--- src/rtl/first_fit_block_allocator_top_assert.svh ---
// Assertion macros for the first-fit block allocator.
// Included by modules that check their own sequencing; no other dependencies.
`ifndef FIRST_FIT_BLOCK_ALLOCATOR_TOP_ASSERT_SVH
`define FIRST_FIT_BLOCK_ALLOCATOR_TOP_ASSERT_SVH

// Same-cycle implication, disabled while reset is held.
`define FFBA_ASSERT_IMP(lbl, clk, rst_n, ante, cons, msg) \
    lbl: assert property (@(posedge clk) disable iff (!rst_n) (ante) |-> (cons)) \
        else $error(msg);

// Next-cycle implication, disabled while reset is held.
`define FFBA_ASSERT_NXT(lbl, clk, rst_n, ante, cons, msg) \
    lbl: assert property (@(posedge clk) disable iff (!rst_n) (ante) |=> (cons)) \
        else $error(msg);

`endif

--- src/rtl/ffba_ram.sv ---
// Generic simple dual-port RAM: one write port, one read port, registered read.
// No dependencies.
module ffba_ram #(
    parameter int WIDTH = 8,
    parameter int DEPTH = 16,
    localparam int AW = $clog2(DEPTH)
) (
    input  logic             i_clk,
    input  logic             i_we,
    input  logic [AW-1:0]    i_waddr,
    input  logic [WIDTH-1:0] i_wdata,
    input  logic [AW-1:0]    i_raddr,
    output logic [WIDTH-1:0] o_rdata
);

    logic [WIDTH-1:0] r_mem [DEPTH];
    logic [WIDTH-1:0] r_rdata;

    always_ff @(posedge i_clk) begin
        if (i_we) begin
            r_mem[i_waddr] <= i_wdata;
        end
        r_rdata <= r_mem[i_raddr];
    end

    assign o_rdata = r_rdata;

endmodule

--- config.mk ---
export PLATFORM = sky130hd
export DESIGN_NAME = ffba_ram
export DESIGN_NICKNAME = d
export VERILOG_FILES = /design/src/rtl/first_fit_block_allocator_top_assert.svh /design/src/rtl/ffba_ram.sv
export SDC_FILE = /design/constraint.sdc
export NUM_CORES = 1
export LEC_CHECK = 0
export BUFFER_PORTS_ARGS = -buffer_cell sky130_fd_sc_hd__buf_4
export CAP_MARGIN = 20
export CORE_UTILIZATION = 30
export CTS_CLUSTER_SIZE = 8
export DETAILED_ROUTE_END_ITERATION = 10
export MAX_ROUTING_LAYER = met4
export PLACE_DENSITY = 0.48
export SYNTH_ARGS = -nofsm -noshare
export SYNTH_HDL_FRONTEND = slang
export SYNTH_SLANG_ARGS = --single-unit
--- constraint.sdc ---
create_clock -name i_clk -period 2 [get_ports i_clk]
set_input_delay 0.4 -clock i_clk [delete_from_list [all_inputs] [get_ports i_clk]]
set_output_delay 0.4 -clock i_clk [all_outputs]
set_load 0.02 [all_outputs]
==> results.py, run 1 <==
metrics = {
    "critical_path": {
        "r2r-end": "o_rdata[7]$_DFF_P_",
        "cp_slowest_stage_delay_ns": 0.58,
        "crit_path_start": "i_raddr[0]",
        "cp-start-kind": "primary input",
        "ff2ff_setup_slack_ns": 0.64,
        "slowest_stage": "mux4_1",
        "rr_worst_depth": 3,
        "crit_end": "o_rdata[1]$_DFF_P_",
        "critPathMaxFanout": 9,
        "required_ns": 2.30,
        "path_delay_family": "multiplexers",
        "rr_startpoint": "r_mem[7][7]$_DFFE_PP_",
        "worstSetupPathDepth": 5,
        "endpoint_kind": "flop",
        "crit_arrival_ns": 1.79,
        "cpMostUsedCell": "buf_4",
        "crit_type": "in -> reg",
        "worstPathCellList": "buf_4 -> buf_4 -> mux4_1 -> a22oi_1 -> nand2_1",
        "cp.buffers_inverters": 2,
    },
    "grt": {
        "antenna_found_initial": 0,
        "grt_usage": 0.1349,
        "grt_pass1_wl_mm": 16.01,
        "grt_max_degree": 17,
        "first_global_vias": 2534,
        "overflow": 0,
    },
    "timing": {
        "fmax_mhz": 669.1,
        "hold_ws_ns": 0.3102,
        "hold_viol": 0,
        "fin_tns_setup_ns": 0,
        "maxSlewViolCount": 0,
        "fin_skew_ns": 0.004982,
        "period_minus_slack_ns": 1.495,
        "worst_pin_slew_ns": 0.5422,
        "finalSetupViolations": 0,
        "fin_crit_sh": 0.7473,
        "rsz0062_at_grt": "false",
        "fin_ws_ns": 0.5054,
        "relSlewSlack": 0.6372,
    },
    "placement": {
        "buffer_ports.inserted": 25,
        "place_area_um2": 5754,
        "dp_hpwl_mm": 7.040,
        "routabilityCongestion": 0.7218,
        "post-place-ws_ns": 0.03084,
    },
    "clocking": {
        "cts_root_buf": "clkbuf_16",
        "clkTransAtPathRegs_ns": 0.06,
        "postCtsSetupBuffers": 0,
        "hold_buffers": 0,
        "clockBufferDepth": 2,
        "clock_latency_ns": 0.41,
        "htree_levels": 4,
        "clock_sinks": 136,
        "cts_buffers": 17,
        "cts_resized": 0,
        "cts_tree": "done",
    },
    "final_layout": {
        "diodes": 0,
        "finalNetCount": 305,
        "area.growth.synth_to_final_pct": 23.09,
        "drive_above_1_share": 0.3211,
        "stdcell_area_um2": 6336,
    },
    "pwr": {
        "p_leak_nw": 2.136,
        "peakVddDrop_mv": 0.6116,
        "switching_share": 0.2034,
        "p_comb_frac": 0.053,
        "clkPwrFrac": 0.463,
        "power.net_switching_mw": 1.349,
        "p_seq_frac": 0.483,
        "p_int_mw": 5.283,
        "p_total_mw": 6.632,
        "power.density_nw_per_um2": 1047,
    },
    "logic_synthesis": {
        "yosys.area.top_type_share": 0.7467,
        "ys_ff_latch": 136,
        "synth.area.top_cells": "edfxtp_1 (75%), mux4_2 (7.9%), mux4_1 (7.1%), dfxtp_1 (3.1%), a22oi_1 (2.3%)",
        "synth.distinct_cells": 19,
        "ys_async_sr_fraction": 0,
        "yosysMostFrequentCell": "edfxtp_1",
        "syn_area_um2": 5147,
        "ys_warn_count": 0,
        "synth_edf_count": 128,
        "netlist_instances": 229,
        "ys.flop_type": "edfxtp_1",
        "yosys-top-cells-count": "edfxtp_1 (128), mux4_2 (18), a22oi_1 (16)",
        "postSynthNetCount": 247,
        "yosys.area.top_type": "edfxtp_1",
        "synth_seq_area_share": 0.7778,
        "avgSynthCellArea_um2": 22.48,
    },
    "route": {
        "antenna_left": 0,
        "wl_mm": 10.51,
        "num_vias": 2380,
        "vias_per_cell": 4.586,
        "drtIter0Drc": 127,
        "post-route-drc-count": 0,
        "wl_per_cell_um": 20.26,
        "drt_pass1_iterations": 4,
    },
    "run": {
        "maxCapViolCount": 0,
    },
    "die": {
        "row_count": 47,
        "io_pins": 26,
        "fp.dieH_um": 133.0,
        "die-area_um2": 17690,
        "die_x_um": 133.0,
        "start_util": 0.3093,
        "core_area_um2": 16640,
    },
    "hold_path": {
        "min_path_type": "in -> reg",
    },
    "status": {
        "status": "complete, no violations",
    },
}
-- power groups by stage --
stage / logic (mW) / registers [mW] / clock network, mW
2_1_floorplan: 0.162 / 3.28 / 0
3_3_place_gp: 0.360 / 3.26 / 0
3_5_place_dp: 0.362 / 3.27 / 0
4_1_cts: 0.363 / 3.21 / 3.13
5_1_grt: 0.384 / 3.21 / 3.26
6_report: 0.353 / 3.21 / 3.07
-- placed cells by master, fill, tap and decap left out, types with 3 or more instances in the layout --
cell type and n:
nor2_1 13, clkbuf_16 17, nand2_1 9, clkinv_1 3, nor3_1 4, a22oi_1 16, buf_12 4, mux4_1 14
clkinv_2 3, dfxtp_1 8, clkinvlp_4 3, buf_4 45, bufinv_16 3, mux4_2 18, edfxtp_1 128
-- kinds of logic (layout without fill, tap and decap cells) --
family	after synthesis	in the layout	synth area share
DFF	136	136	0.7778
AOI/OAI and AO/OA	16	16	0.02334
muxes	32	32	0.1502
and+or+nand+nor	35	35	0.03184
buffers and inverters	10	80	0.01677
-- through the flow --
| stage | util | std cells |
|---|---|---|
| 2_1_floorplan | - | 229 |
| 3_3_place_gp | 0.3458 | 488 |
| 3_5_place_dp | 0.3458 | 488 |
| 4_1_cts | 0.3807 | 519 |
| 5_1_grt | 0.3807 | 519 |
| 6_report | 0.3807 | 519 |
-- final cells by class --
type | count | area, um2
tap | 220 | 275.3
sequential | 136 | 4004
fill | 1514 | 10310
clock buffer | 17 | 425.4
timing repair buffer | 49 | 417.9
multi-input combinational | 83 | 1057
clock inverter | 14 | 156.4
-- sequential cells by signal, summed over array words and instances (netlist names) --
name     count
o_rdata      8
r_mem      128
-- how the worst min path moves through the flow --
stage	to	from	cells past startpoint
3_5_place_dp	o_rdata[2]$_DFF_P_	r_mem[8][2]$_DFFE_PP_	3
4_1_cts	r_mem[13][1]$_DFFE_PP_	i_wdata[1]	1
6_report	r_mem[6][2]$_DFFE_PP_	i_wdata[2]	1
2_1_floorplan	r_mem[0][0]$_DFFE_PP_	i_wdata[0]	0
3_3_place_gp	o_rdata[4]$_DFF_P_	r_mem[15][4]$_DFFE_PP_	3
5_1_grt	r_mem[6][5]$_DFFE_PP_	i_wdata[5]	1
-- per-layer routing --
metal	share of wire	vias up	track usage
met5	0	-	-
met4	0.017	0	0.05939
met3	0.036	11	0.03793
met2	0.49	50	0.2080
met1	0.45	1230	0.1654
li1	-	1089	-
Note: power is estimated with default switching activity, not from simulation.
==> inputs of run 2 (changes only) <==
--- a/config.mk
+++ b/config.mk
@@ -11,7 +11,7 @@
 export CTS_CLUSTER_SIZE = 8
 export DETAILED_ROUTE_END_ITERATION = 10
 export MAX_ROUTING_LAYER = met4
-export PLACE_DENSITY = 0.48
+export PLACE_DENSITY = 0.47
 export SYNTH_ARGS = -nofsm -noshare
 export SYNTH_HDL_FRONTEND = slang
 export SYNTH_SLANG_ARGS = --single-unit
==> constraint.sdc (replaced) <==
create_clock -name i_clk -period 1.5 [get_ports i_clk]
set_input_delay 0.3 -clock i_clk [delete_from_list [all_inputs] [get_ports i_clk]]
set_output_delay 0.3 -clock i_clk [all_outputs]
set_load 0.02 [all_outputs]
==> run 2 against run 1 <==
  * Non-clock buffer count is 11 higher
  * Die area stayed put
  * Global-route usage is 0.10 points higher
  * Utilization is 0.21 points higher
  * Register-to-register slack worse by 0.54 ns
  * Sequential share of layout area is 0.35 points lower
  * Design area is 0.55% higher
  * Wire length is 1.3% higher
  * First-iteration DRC count is 45% higher
  * Critical endpoint unchanged
  * Highest routed layer unchanged
==> results.py, run 2 (synthesis results as in run 1) <==
metrics = {
    "route": {
        "antenna_left": 0,
        "num_vias": 2469,
        "drtIter0Drc": 184,
        "wl_per_cell_um": 20.06,
        "drt_pass1_iterations": 4,
        "vias_per_cell": 4.650,
        "wl_mm": 10.65,
        "post-route-drc-count": 0,
    },
    "clocking": {
        "postCtsSetupBuffers": 0,
        "clkTransAtPathRegs_ns": 0.06,
        "clock_latency_ns": 0.41,
        "cts_tree": "done",
        "hold_buffers": 0,
        "cts_resized": 0,
        "clockBufferDepth": 2,
        "cts_buffers": 17,
        "htree_levels": 4,
        "cts_root_buf": "clkbuf_16",
        "clock_sinks": 136,
    },
    "die": {
        "die-area_um2": 17690,
        "io_pins": 26,
        "die_x_um": 133.0,
        "row_count": 47,
        "start_util": 0.3093,
        "fp.dieH_um": 133.0,
        "core_area_um2": 16640,
    },
    "placement": {
        "routabilityCongestion": 0.7218,
        "dp_hpwl_mm": 7.024,
        "place_area_um2": 5842,
        "buffer_ports.inserted": 25,
    },
    "critical_path": {
        "crit_arrival_ns": 1.69,
        "critPathMaxFanout": 1,
        "endpoint_kind": "flop",
        "crit_type": "reg -> reg",
        "ff2ff_setup_slack_ns": 0.1,
        "required_ns": 1.79,
        "cp-start-kind": "flop",
    },
    "timing": {
        "worst_pin_slew_ns": 0.8477,
        "fmax_mhz": 713.6,
        "fin_skew_ns": 0.006280,
        "hold_viol": 0,
        "finalSetupViolations": 0,
        "relSlewSlack": 0.4337,
        "period_minus_slack_ns": 1.401,
        "rsz0062_at_grt": "false",
        "fin_crit_sh": 0.9342,
        "hold_ws_ns": 0.2019,
        "maxSlewViolCount": 0,
    },
    "final_layout": {
        "diodes": 0,
        "final_common_cell": "edfxtp_1",
        "top_register": "r_mem",
        "largest_reg_flops": 128,
        "fin_util": 0.3828,
        "finalNetCount": 316,
        "stdcell_area_um2": 6371,
        "drive_above_1_share": 0.3376,
        "area.growth.synth_to_final_pct": 23.77,
        "final_cell_mix": "edfxtp_1 (128), buf_4 (56), mux4_2 (18)",
    },
    "grt": {
        "first_global_vias": 2553,
        "grt_usage": 0.1359,
        "grt_max_degree": 17,
        "overflow": 0,
        "antenna_found_initial": 0,
        "grt_pass1_wl_mm": 16.03,
    },
    "pwr": {
        "p_seq_frac": 0.506,
        "power.net_switching_mw": 1.684,
        "p_leak_nw": 2.171,
        "power.density_nw_per_um2": 1326,
        "p_total_mw": 8.445,
        "clkPwrFrac": 0.436,
        "switching_share": 0.1994,
        "peakVddDrop_mv": 0.8845,
        "p_comb_frac": 0.058,
        "p_int_mw": 6.762,
    },
    "run": {
        "maxCapViolCount": 0,
    },
    "status": {
        "status": "complete, no violations",
    },
    "hold_path": {
        "min_path_type": "in -> reg",
    },
}
==> run 2: changes by cell type in the layout (fill, tap and decap cells not counted), sizes merged <==
cell,delta
inv,-2
clkbuf,+11
clkinv,-3
bufinv,-3
buf,+11
clkinvlp,-2
==> run 2: metal layers <==
| layer | global-route usage | up-vias | part of all wire |
|---|---|---|---|
| li1 | - | 1111 | - |
| met1 | 0.1621 | 1301 | 0.44 |
| met2 | 0.2152 | 39 | 0.51 |
| met3 | 0.03218 | 18 | 0.025 |
| met4 | 0.06897 | 0 | 0.023 |
| met5 | - | - | 0 |
==> run 2: path summary, 6_finish.rpt <==
check | endpoint | startpoint | depth (start not counted)
max | o_rdata[1]$_DFF_P_ | r_mem[1][1]$_DFFE_PP_ | 3
min | r_mem[5][7]$_DFFE_PP_ | i_wdata[7] | 1
max reg2reg | o_rdata[1]$_DFF_P_ | r_mem[1][1]$_DFFE_PP_ | 3
min reg2reg | o_rdata[0]$_DFF_P_ | r_mem[14][0]$_DFFE_PP_ | 3
==> run 2: critical path: stages (launching register included) <==
cell      delay, ns
edfxtp_1       0.35
mux4_1         0.51
a22oi_1        0.33
nand2_1        0.09
==> run 2: power by group through the flow <==
stage | Clock, mW | Combinational (mW) | Sequential [mW]
after floorplan | 0 | 0.216 | 4.38
after global placement | 0 | 0.494 | 4.35
after detailed placement | 0 | 0.499 | 4.35
after CTS | 3.77 | 0.501 | 4.28
after global routing | 3.93 | 0.528 | 4.28
final | 3.68 | 0.489 | 4.27
==> run 2: final cells by class <==
type | count | area, um2
Fill cell | 1502 | 10270
Sequential cell | 136 | 4004
Multi-Input combinational cell | 83 | 1062
Clock buffer | 28 | 506.7
Timing Repair Buffer | 60 | 500.5
Tap cell | 220 | 275.3
Clock inverter | 4 | 22.52
==> run 2: per-stage QoR <==
stage               cells  setup TNS [ns]  worst slack (ns)
floorplan             229          -1.983          -0.06615
global placement      499          -4.488           -0.2908
detailed placement    499          -4.280           -0.2661
CTS                   531               0           0.09831
global route          531               0           0.04713
finish                531               0           0.09867
